### src/rtl/gdts_pkg.sv
// Shared types and constants for the grid derivative stencil unit.
`timescale 1ns / 1ps

package gdts_pkg;

    localparam int SAMPLE_W  = 32;
    localparam int WEIGHT_W  = 32;
    localparam int DIFF_W    = 35;
    localparam int FULLP_W   = WEIGHT_W + DIFF_W;
    localparam int FRAC_W    = 16;
    localparam int PROD_W    = FULLP_W - FRAC_W;
    localparam int TERM_W    = 48;
    localparam int SIZE_W    = 7;
    localparam int CFG_IDX_W = 3;
    localparam int CFG_DAT_W = 32;
    localparam int N_TERMS   = 4;

    // Term slots inside a work record
    localparam int TERM_XX = 0;
    localparam int TERM_YY = 1;
    localparam int TERM_X  = 2;
    localparam int TERM_Y  = 3;

    // Configuration register indexes
    localparam logic [CFG_IDX_W-1:0] CFG_GRID_SIZE      = 3'd0;
    localparam logic [CFG_IDX_W-1:0] CFG_G_PER_POINT    = 3'd1;
    localparam logic [CFG_IDX_W-1:0] CFG_G_WEIGHT       = 3'd2;
    localparam logic [CFG_IDX_W-1:0] CFG_PHI_PER_POINT  = 3'd3;
    localparam logic [CFG_IDX_W-1:0] CFG_PHI_WEIGHT     = 3'd4;

    // Input item kinds
    localparam logic KIND_SAMPLE = 1'b0;
    localparam logic KIND_FLUSH  = 1'b1;

    localparam logic [SIZE_W-1:0]   GRID_SIZE_RST = 7'd64;
    localparam logic [SIZE_W-1:0]   SIDE_MIN      = 7'd3;
    localparam logic [WEIGHT_W-1:0] WEIGHT_RST    = 32'd65536;

    // One sample with its per-point weights
    typedef struct packed {
        logic [SAMPLE_W-1:0] g;
        logic [SAMPLE_W-1:0] phi;
        logic [WEIGHT_W-1:0] g_w;
        logic [WEIGHT_W-1:0] phi_w;
    } t_tap;

    typedef struct packed {
        logic [SAMPLE_W-1:0] g;
        logic [SAMPLE_W-1:0] phi;
    } t_pair;

    // Differences and weights of one point, front to back
    typedef struct packed {
        logic [N_TERMS-1:0][DIFF_W-1:0] g_diff;
        logic [N_TERMS-1:0][DIFF_W-1:0] phi_diff;
        logic [WEIGHT_W-1:0]            g_weight;
        logic [WEIGHT_W-1:0]            phi_weight;
        logic                           last;
    } t_work;

endpackage

### src/rtl/gdts_queue.sv
// Short queue of work records between front and back.
`timescale 1ns / 1ps

module gdts_queue #(
    parameter int DEPTH = 4
) (
    input  logic            i_clk,
    input  logic            i_rst_n,
    input  logic            i_push,
    input  gdts_pkg::t_work i_work,
    output logic            o_full,
    output logic            o_vld,
    output gdts_pkg::t_work o_work,
    input  logic            i_pop
);

    localparam int AW = $clog2(DEPTH);
    localparam int CW = $clog2(DEPTH + 1);

    gdts_pkg::t_work r_mem [DEPTH];
    logic [AW-1:0]   r_head;
    logic [AW-1:0]   r_tail;
    logic [CW-1:0]   r_count;
    logic            do_push;
    logic            do_pop;

    assign o_full  = (32'(r_count) == DEPTH);
    assign o_vld   = (r_count != '0);
    assign o_work  = r_mem[r_head];
    assign do_push = i_push && !o_full;
    assign do_pop  = i_pop && o_vld;

    always_ff @(posedge i_clk) begin
        if (!i_rst_n) begin
            r_head  <= '0;
            r_tail  <= '0;
            r_count <= '0;
        end else begin
            if (do_push) begin
                r_tail <= (32'(r_tail) == DEPTH - 1) ? '0 : r_tail + AW'(1);
            end
            if (do_pop) begin
                r_head <= (32'(r_head) == DEPTH - 1) ? '0 : r_head + AW'(1);
            end
            if (do_push && !do_pop) begin
                r_count <= r_count + CW'(1);
            end else if (do_pop && !do_push) begin
                r_count <= r_count - CW'(1);
            end
        end
    end

    always_ff @(posedge i_clk) begin
        if (do_push) begin
            r_mem[r_tail] <= i_work;
        end
    end

endmodule

### config.mk
export PLATFORM = sky130hd
export DESIGN_NAME = gdts_queue
export DESIGN_NICKNAME = d
export VERILOG_FILES = /design/src/rtl/gdts_pkg.sv /design/src/rtl/gdts_queue.sv
export SDC_FILE = /design/constraint.sdc
export NUM_CORES = 1
export LEC_CHECK = 0
export BUFFER_PORTS_ARGS = -buffer_cell sky130_fd_sc_hd__buf_2
export CAP_MARGIN = 20
export CORE_MARGIN = 2
export CORE_UTILIZATION = 35
export DETAILED_ROUTE_END_ITERATION = 10
export PLACE_DENSITY = 0.55
export SETUP_SLACK_MARGIN = 0.3
export SLEW_MARGIN = 20
export SYNTH_ARGS = -nofsm -noshare
export SYNTH_HDL_FRONTEND = slang
export SYNTH_SLANG_ARGS = --single-unit
### constraint.sdc
create_clock -name i_clk -period 11.7 [get_ports i_clk]
set_input_delay 2.34 -clock i_clk [delete_from_list [all_inputs] [get_ports i_clk]]
set_output_delay 2.34 -clock i_clk [all_outputs]
set_load 0.005 [all_outputs]
==> results.py, run 1 <==
metrics = {
    "place": {
        "dp_hpwl_um": 68500,
        "io_buffers": 695,
        "post-place-ws_ps": 5940,
        "gp_congestion": 0.757,
    },
    "cts": {
        "clk_latency_ps": 760,
        "htree_levels": 4,
        "ctsHoldBuffers": 0,
        "clk_pin_slew_ps": 60,
        "cts_tree": "yes",
        "cts_sinks": 1389,
        "cts_buffers": 144,
        "root_buffer": "clkbuf_16",
        "cts_setup_buffers": 0,
        "cts_resized": 0,
        "ctsLongestPathBuffers": 3,
    },
    "logic_synthesis": {
        "synth_top_area_frac": 0.827,
        "synth_area_um2": 50100,
        "yosysTopAreaCell": "edfxtp_1",
        "synth_cell_types": 24,
        "ys_top_cells_by_area": "edfxtp_1 83%, mux4_2 15%, dfxtp_1 0.36%",
        "avgSynthCellArea_um2": 27.1,
        "synth-seq-cells": 1389,
        "syn-num-nets": 2209,
        "yosysMostFrequentCell": "edfxtp_1",
        "netlist_top_cells_count": "1,380 x edfxtp_1, 345 x mux4_2, 24 x buf_2, 21 x buf_1, 20 x buf_4",
        "yosys_warnings": 0,
        "synth_flop_cell": "edfxtp_1",
        "ys_seq_area_frac": 0.830,
        "synth-edff-count": 1380,
        "syn_inst": 1853,
        "synth_async_sr_flop_share": 0,
    },
    "global_route": {
        "grt_max_degree": 137,
        "grt_overflow": 0,
        "grt_pass1_vias": 24400,
        "grt_pass1_wl_um": 163000,
        "grt_usage": 0.150,
        "antenna_found_initial": 50,
    },
    "final_layout": {
        "areaGrowthSynthToFinish_pct": 20.4,
        "final_nets": 2993,
        "drive_gt1_frac": 0.458,
    },
    "route": {
        "ant_nets": 0,
        "drc": 0,
        "drt_iter0_drc": 1472,
        "wirelength_um": 111000,
        "dr.pass1.iters": 7,
        "routed_via_density": 4.87,
        "post_drt_wl_per_cell_um": 24.0,
        "vias": 22700,
    },
    "worst_setup_path": {
        "critPathKind": "flip-flop to output pin",
        "critPathArrivalTime_ps": 4010,
        "setup.worst_path.start_class": "flip-flop",
        "cp_top_family": "buffers and inverters",
        "timing.critical_path.buf_inv": 3,
        "end_kind": "output pin",
        "cpMostUsedCell": "buf_12",
        "r2r_start": "r_count[0]$_SDFFE_PN0P_",
        "cpPeakStageDelay_ps": 930,
        "cp.required_ps": 9360,
        "cp_cell_sequence": "buf_12 -> buf_12 -> mux4_2 -> buf_2",
        "critPathMaxFanout": 99,
        "critPathSlowestCell": "dfxtp_4",
    },
    "floorplanning": {
        "coreArea_um2": 142000,
        "initial_core_util": 0.353,
        "dieArea_um2": 146000,
        "die_h_um": 382,
        "fp-row-count": 138,
        "chipWidth_um": 382,
        "ioPinCount": 696,
    },
    "timing": {
        "worstMarginPinSlew_ps": 1290,
        "slew_viol_final": 0,
        "finalSetupTns_ps": 0,
        "max-slew-margin-rel": 0.141,
        "layout_setup_ws_ps": 5350,
        "fin_crit_ps": 6350,
        "hold_violations": 0,
        "fmaxAchievable_mhz": 157,
        "finClkSkew_ps": 25.4,
        "setup_viol": 0,
        "period_share": 0.543,
        "rsz0062_at_grt": "false",
    },
    "job": {
        "maxCapViolCount": 0,
    },
    "pwr": {
        "ir_worst_vdd_mv": 0.136,
        "power_density_nw_per_um2": 219,
        "power_leakage_nw": 19.7,
    },
    "run_status": {
        "status": "complete, no violations",
    },
    "min_path": {
        "hp-start": "r_tail[1]$_SDFFE_PN0P_",
        "hold_class": "flip-flop to flip-flop",
    },
}
## where the power goes
part / leakage [nW] / internal, mW / total [mW] / switching, mW
combinational: 4.85 / 1.27 / 2.67 / 1.40
clock: 2.18 / 2.49 / 4.31 / 1.82
sequential: 12.7 / 6.07 / 6.22 / 0.152
total: 19.7 / 9.82 / 13.2 / 3.37
## cells in the final DEF, fill, tap and decap left out, types with 7 or more instances in the layout
cell	count
dfxtp_1	7
mux4_2	345
edfxtp_1	1380
clkinv_2	22
buf_12	12
buf_4	9
clkbuf_16	148
clkbuf_1	40
bufinv_16	7
clkinv_1	25
buf_2	695
diode_2	15
## registers in the layout (all words and copies together) (netlist names), named ones only
name     flops
r_mem     1380
r_tail       2
r_head       2
r_count      3
## layout make-up
class | instances | area [µm²]
antenna | 15 | 37.5
clock buffer | 188 | 3850
clock inverter | 68 | 612
fill | 12200 | 81600
inverter | 3 | 11.3
multi-input combinational | 382 | 8060
sequential | 1389 | 41600
tap | 1890 | 2360
timing repair buffer | 717 | 3810
## logic make-up after synthesis
| logic type | share of synthesized area |
|---|---|
| AND/OR/NAND/NOR | 0.00207 |
| buffers and inverters | 0.00928 |
| multiplexers | 0.156 |
| flip-flops | 0.830 |
| adder cells (fa/ha/maj) | 0.00190 |
| AO/OA/AOI/OAI | 0.000599 |
| XOR/XNOR | 0.000349 |
## worst reg2reg max path, delay by kind of cell, from the launching register on
| kind | cells | cell delay (ps) |
|---|---|---|
| DFF | 1 | 440 |
| buffers and inverters | 2 | 1740 |
| and+or+nand+nor | 3 | 1250 |
## worst paths after layout
check	endpoint	slack, ps	depth (start not counted)
max	o_work[257]	5350	4
min	r_tail[1]$_SDFFE_PN0P_	510	2
max reg2reg	r_mem[0][147]$_DFFE_PP_	7820	5
min reg2reg	r_tail[1]$_SDFFE_PN0P_	510	2
## metal layers
| layer | GRT usage | share of wire | up-vias |
|---|---|---|---|
| met5 | 0 | 0.0031 | - |
| met4 | 0.0448 | 0.023 | 54 |
| met3 | 0.0650 | 0.092 | 231 |
| met2 | 0.246 | 0.50 | 677 |
| met1 | 0.181 | 0.39 | 12000 |
| li1 | - | - | 9702 |
## through the flow
| step | hold slack (ps) | std cells | util | cell area (µm²) | total power, mW |
|---|---|---|---|---|---|
| final | 512 | 4652 | 0.425 | 60400 | 13.2 |
| after floorplan | 468 | 1853 | - | 50100 | 8.02 |
| after CTS | 516 | 4637 | 0.425 | 60300 | 13.4 |
| after detailed placement | 506 | 4381 | 0.394 | 55900 | 9.08 |
| after global routing | 543 | 4644 | 0.425 | 60400 | 13.8 |
| after global placement | 480 | 4380 | 0.393 | 55800 | 9.02 |
Power figures use the tool's default switching activity.
==> inputs of run 2 (changes only) <==
--- a/config.mk
+++ b/config.mk
@@ -10,7 +10,7 @@
 export CORE_MARGIN = 2
 export CORE_UTILIZATION = 35
 export DETAILED_ROUTE_END_ITERATION = 10
-export PLACE_DENSITY = 0.55
+export PLACE_DENSITY = 0.53
 export SETUP_SLACK_MARGIN = 0.3
 export SLEW_MARGIN = 20
 export SYNTH_ARGS = -nofsm -noshare
==> constraint.sdc (replaced) <==
create_clock -name i_clk -period 6.41 [get_ports i_clk]
set_input_delay 1.282 -clock i_clk [delete_from_list [all_inputs] [get_ports i_clk]]
set_output_delay 1.282 -clock i_clk [all_outputs]
set_load 0.005 [all_outputs]
==> run 2 against run 1 <==
  * Clock skew increased by 0.92 ps
  * Sequential power increased by 82%
  * Clock power increased by 90%
  * Critical path depth decreased by 1
  * Largest power group unchanged
  * Highest routed layer unchanged
==> results.py, run 2 (synthesized netlist as in run 1, its figures left out) <==
metrics = {
    "worst_setup_path": {
        "critPathMaxFanout": 52,
        "cp.required_ps": 5130,
        "cpPeakStageDelay_ps": 930,
        "end_kind": "output pin",
        "setup.worst_path.start_class": "flip-flop",
        "critPathSlowestCell": "dfxtp_4",
        "r2r_start": "r_count[0]$_SDFFE_PN0P_",
        "critPathArrivalTime_ps": 3120,
        "cp_cell_sequence": "buf_4 -> mux4_2 -> buf_2",
        "critPathKind": "flip-flop to output pin",
    },
    "place": {
        "dp_hpwl_um": 72500,
        "gp_congestion": 0.757,
        "dp.cells": 4407,
        "io_buffers": 695,
    },
    "cts": {
        "cts_sinks": 1389,
        "cts_tree": "yes",
        "ctsHoldBuffers": 0,
        "htree_levels": 4,
        "clk_latency_ps": 750,
        "cts_buffers": 146,
        "cts_setup_buffers": 0,
        "root_buffer": "clkbuf_16",
        "ctsLongestPathBuffers": 3,
        "cts_resized": 0,
        "clk_pin_slew_ps": 60,
    },
    "timing": {
        "setup_viol": 0,
        "fmaxAchievable_mhz": 227,
        "slew_viol_final": 0,
        "finClkSkew_ps": 26.4,
        "rsz0062_at_grt": "false",
        "holdWs_ps": 520,
        "max-slew-margin-rel": 0.304,
        "finalSetupTns_ps": 0,
        "hold_violations": 0,
        "period_share": 0.687,
        "worstMarginPinSlew_ps": 1040,
        "fin_crit_ps": 4410,
    },
    "final_layout": {
        "areaGrowthSynthToFinish_pct": 21.3,
        "layout_commonest_cell": "edfxtp_1",
        "multiInputGateArea_um2": 8060,
        "final-seq-area_um2": 41600,
        "final_nets": 3021,
        "num-fill-cells": 12200,
        "drive_gt1_frac": 0.466,
        "top_register": "r_mem",
        "finalNonFillerCells": 4681,
        "reg_top3": "r_mem x1380, r_count x3",
        "largest_register_ffs": 1380,
        "postLayoutCoreUtil": 0.429,
        "final_cell_mix": "1,380 x edfxtp_1, 695 x buf_2, 345 x mux4_2, 153 x clkbuf_16, 34 x clkinv_1",
    },
    "pwr": {
        "total_power_mw": 24.5,
        "power_density_nw_per_um2": 403,
        "ir_worst_vdd_mv": 0.276,
        "power_leakage_nw": 20.0,
    },
    "floorplanning": {
        "ioPinCount": 696,
        "die_h_um": 382,
        "dieArea_um2": 146000,
        "fp-row-count": 138,
        "chipWidth_um": 382,
        "coreArea_um2": 142000,
        "initial_core_util": 0.353,
    },
    "global_route": {
        "grt_overflow": 0,
        "antenna_found_initial": 53,
        "grt_usage": 0.155,
        "grt_pass1_vias": 24400,
        "grt_pass1_wl_um": 165000,
        "grt_max_degree": 99,
    },
    "route": {
        "post_drt_wl_per_cell_um": 24.4,
        "drt_iter0_drc": 1411,
        "wirelength_um": 114000,
        "dr.pass1.iters": 4,
        "ant_nets": 0,
        "drc": 0,
        "vias": 22800,
        "routed_via_density": 4.86,
    },
    "min_path": {
        "hp-start": "r_head[1]$_SDFFE_PN0P_",
        "hold_class": "flip-flop to flip-flop",
    },
    "job": {
        "maxCapViolCount": 0,
    },
    "run_status": {
        "status": "complete, no violations",
    },
}
-- run 2: cell count changes in the layout (fill, tap and decap cells not counted), sizes merged --
cell    previous run  this run
buf              717       743
clkinv            53        63
clkbuf           188       181
diode             15        10
bufinv             7        11
inv               10        11
-- run 2: critical path: cells and delay by family (launching register included) --
family / cells / cell delay, ps
buffers and inverters: 2 / 850
multiplexers: 1 / 470
flip-flops: 1 / 930
-- run 2: final timing paths --
path | end | slack (ps) | depth (start not counted)
setup / recovery | o_work[214] | 2000 | 3
setup reg to reg | r_mem[2][78]$_DFFE_PP_ | 3380 | 4
hold reg to reg | flip-flop | 520 | 2
hold / removal | flip-flop | 520 | 2
-- run 2: power breakdown --
group          internal, mW  switching (mW)  total (mW)  leakage [nW]
clock network          4.81            3.37        8.18          2.30
logic                  2.37            2.61        4.98          4.99
registers              11.1           0.271        11.3          12.7
-- run 2: area by class of cell --
type | count | area share
flip-flops and latches | 1389 | 0.684
multi-input cells | 382 | 0.132
repair buffers | 743 | 0.0666
clock buffers | 181 | 0.0647
well taps | 1890 | 0.0389
clock inverters | 83 | 0.0125
diodes | 10 | 0.000411
inverters | 3 | 0.000185
-- run 2: per-layer routing --
metal / GRT usage / wire [µm]
met1: 0.182 / 43600
met2: 0.261 / 57900
met3: 0.0619 / 9710
met4: 0.0464 / 2540
met5: 0 / 404
-- run 2: metrics by stage --
| stage | worst slack (ps) | instance area, µm² |
|---|---|---|
| floorplan | 66.7 | 50100 |
| global placement | 2490 | 56100 |
| detailed placement | 2410 | 56100 |
| CTS | 1810 | 60800 |
| global route | 1750 | 60800 |
| finish | 2000 | 60800 |
==> inputs of run 3 (changes only) <==
--- a/config.mk
+++ b/config.mk
@@ -5,12 +5,13 @@
 export SDC_FILE = /design/constraint.sdc
 export NUM_CORES = 1
 export LEC_CHECK = 0
+export ABC_AREA = 1
 export BUFFER_PORTS_ARGS = -buffer_cell sky130_fd_sc_hd__buf_2
 export CAP_MARGIN = 20
 export CORE_MARGIN = 2
 export CORE_UTILIZATION = 35
 export DETAILED_ROUTE_END_ITERATION = 10
-export PLACE_DENSITY = 0.53
+export PLACE_DENSITY = 0.55
 export SETUP_SLACK_MARGIN = 0.3
 export SLEW_MARGIN = 20
 export SYNTH_ARGS = -nofsm -noshare
==> constraint.sdc (replaced) <==
create_clock -name i_clk -period 3.74 [get_ports i_clk]
set_input_delay 0.748 -clock i_clk [delete_from_list [all_inputs] [get_ports i_clk]]
set_output_delay 0.748 -clock i_clk [all_outputs]
set_load 0.005 [all_outputs]
==> run 3 against run 2 <==
  * Wire length is 18% higher
  * Synthesized area rose by 2.5%
  * Cell count grew 32%
  * Clock power up 66%
  * Non-clock buffer count increased by 52
  * Count of clock-buffer cells in the layout increased by 16
  * Via count is 37% higher
  * Cell area grew 1.9%
  * Sequential cell count unchanged
  * Die area grew 2.5%
  * Critical path type unchanged
  * Largest cell class unchanged
==> results.py, run 3 <==
metrics = {
    "run_status": {
        "status": "complete, no violations",
    },
    "route": {
        "drt_iter0_drc": 1799,
        "vias": 31100,
        "wirelength_um": 135000,
        "post_drt_wl_per_cell_um": 21.8,
        "routed_via_density": 5.04,
        "ant_nets": 0,
        "drc": 0,
        "dr.pass1.iters": 5,
    },
    "logic_synthesis": {
        "yosysMostFrequentCell": "edfxtp_1",
        "synth_area_um2": 51400,
        "synth_top_area_frac": 0.806,
        "synth_flop_cell": "edfxtp_1",
        "avgSynthCellArea_um2": 15.1,
        "yosysTopAreaCell": "edfxtp_1",
        "ys_seq_area_frac": 0.810,
        "synth_cell_types": 23,
        "ys_top_cells_by_area": "edfxtp_1 81%, o21ai_0 6.4%, nor2_1 5.2%",
        "netlist_top_cells_count": "1,380 x edfxtp_1, 707 x nor2_1, 658 x o21ai_0, 345 x o22ai_1, 102 x clkbuf_1",
        "synth-edff-count": 1380,
        "synth-seq-cells": 1389,
        "syn-num-nets": 3763,
        "yosys_warnings": 0,
        "syn_inst": 3407,
        "synth_async_sr_flop_share": 0,
    },
    "pwr": {
        "power_leakage_nw": 21.3,
        "power_density_nw_per_um2": 716,
        "ir_worst_vdd_mv": 0.524,
    },
    "worst_setup_path": {
        "setup.worst_path.start_class": "flip-flop",
        "cpPeakStageDelay_ps": 490,
        "path_depth": 4,
        "r2r_start": "r_count[1]$_SDFFE_PN0P_",
        "critPathArrivalTime_ps": 2540,
        "reg2reg_slack_ps": 1530,
        "critPathKind": "flip-flop to output pin",
        "critPathMaxFanout": 84,
        "rr_worst_depth": 6,
        "critPathSlowestCell": "dfxtp_4",
        "cp.required_ps": 2990,
        "timing.critical_path.buf_inv": 2,
        "end_kind": "output pin",
        "r2r_end": "r_mem[2][152]$_DFFE_PP_",
        "cp_cell_sequence": "buf_12 -> o21ai_0 -> o22ai_2 -> buf_2",
        "endpoint": "o_work[174]",
        "cp_top_family": "compound AO/OA/AOI/OAI gates",
    },
    "cts": {
        "ctsHoldBuffers": 0,
        "cts_tree": "yes",
        "root_buffer": "clkbuf_16",
        "cts_sinks": 1389,
        "clk_pin_slew_ps": 60,
        "ctsLongestPathBuffers": 3,
        "clk_latency_ps": 770,
        "cts_buffers": 147,
        "htree_levels": 4,
    },
    "timing": {
        "period_share": 0.880,
        "rsz0062_at_grt": "true",
        "holdWs_ps": 196,
        "finClkSkew_ps": 15.9,
        "fmaxAchievable_mhz": 304,
        "worstMarginPinSlew_ps": 605,
        "fin_crit_ps": 3290,
        "setup_viol": 0,
        "max-slew-margin-rel": 0.597,
        "slew_viol_final": 0,
        "hold_violations": 0,
    },
    "global_route": {
        "antenna_found_initial": 51,
        "grt_overflow": 0,
        "grt_pass1_wl_um": 196000,
        "grt_usage": 0.173,
        "grt_max_degree": 107,
        "grt_pass1_vias": 29600,
    },
    "floorplanning": {
        "initial_core_util": 0.353,
        "coreArea_um2": 146000,
        "die_h_um": 387,
        "ioPinCount": 696,
        "fp-row-count": 140,
        "chipWidth_um": 387,
        "dieArea_um2": 150000,
    },
    "final_layout": {
        "final_nets": 4479,
        "num-fill-cells": 13300,
        "multiInputGateArea_um2": 8530,
        "top_register": "r_mem",
        "finalNonFillerCells": 6174,
        "reg_top3": "r_mem x1380, r_count x3",
        "layout_commonest_cell": "edfxtp_1",
        "largest_register_ffs": 1380,
        "final_cell_mix": "1,380 x edfxtp_1, 703 x nor2_1, 695 x buf_2, 658 x o21ai_0, 341 x o22ai_1",
        "drive_gt1_frac": 0.235,
        "areaGrowthSynthToFinish_pct": 20.6,
        "postLayoutCoreUtil": 0.425,
        "final-seq-area_um2": 41600,
    },
    "place": {
        "io_buffers": 695,
        "gp_congestion": 0.772,
        "dp_hpwl_um": 79400,
        "dp.cells": 5881,
    },
    "min_path": {
        "hold_class": "input port to flip-flop",
    },
    "job": {
        "maxCapViolCount": 0,
    },
}
[run 3: worst min path at each step]
stage / start / end / slack, ps / cells past startpoint
after floorplan: r_count[0]$_SDFFE_PN0P_ / r_count[0]$_SDFFE_PN0P_ / 480 / 2
after global placement: r_count[0]$_SDFFE_PN0P_ / r_count[0]$_SDFFE_PN0P_ / 500 / 2
after detailed placement: r_count[0]$_SDFFE_PN0P_ / r_count[0]$_SDFFE_PN0P_ / 500 / 2
after CTS: i_work[17] / r_mem[0][17]$_DFFE_PP_ / 90 / 1
after global routing: i_work[254] / r_mem[0][254]$_DFFE_PP_ / 130 / 1
final: i_work[294] / r_mem[1][294]$_DFFE_PP_ / 200 / 1
[run 3: layout make-up]
class	count	area share
flip-flops and latches	1389	0.672
multi-input cells	1771	0.138
repair buffers	795	0.0774
clock buffers	197	0.0634
well taps	1917	0.0387
clock inverters	65	0.00842
inverters	18	0.00178
diodes	21	0.000848
repair inverters	1	0.000262
[run 3: worst register-to-register path: cells and delay by family (launching register included)]
family | cells | cell delay [ps]
DFF | 1 | 380
buffers and inverters | 2 | 660
and+or+nand+nor | 4 | 600
[run 3: cell families (layout without fill, tap and decap cells)]
logic type / after synthesis / in the layout / synth area share
other: 0 / 21 / 0
buffers and inverters: 247 / 1076 / 0.0257
AO/OA/AOI/OAI: 1039 / 1039 / 0.110
adder cells (fa/ha/maj): 7 / 7 / 0.00185
flip-flops: 1389 / 1389 / 0.810
AND/OR/NAND/NOR: 725 / 725 / 0.0531
[run 3: what timing repair did]
action / 4_1_cts / 5_1_grt
resized for setup: 8 / 11
buffers inserted: 3 / 3
gates cloned: 2 / 2
pin swaps: 0 / 0
setup endpoints to repair: 309 / 59
[run 3: metal layers]
| layer | vias to the layer above | GRT usage | share of wire |
|---|---|---|---|
| met1 | 15500 | 0.215 | 0.41 |
| met2 | 897 | 0.278 | 0.48 |
| li1 | 14400 | - | - |
| met4 | 52 | 0.0690 | 0.033 |
| met3 | 274 | 0.0575 | 0.076 |
| met5 | - | 0 | 0.0027 |
[run 3: through the flow]
step | setup TNS (ps) | total power, mW | worst slack (ps) | instance area (µm²)
floorplan | -3636620 | 25.6 | -2650 | 51400
global placement | 0 | 30.9 | 902 | 57200
detailed placement | 0 | 31.0 | 882 | 57200
CTS | 0 | 44.9 | 163 | 61800
global route | 0 | 46.5 | 279 | 62000
finish | 0 | 44.4 | 448 | 62000
[run 3: power breakdown]
part | internal, mW | switching, mW
logic | 3.83 | 7.69
clock network | 7.74 | 5.85
registers | 18.9 | 0.328
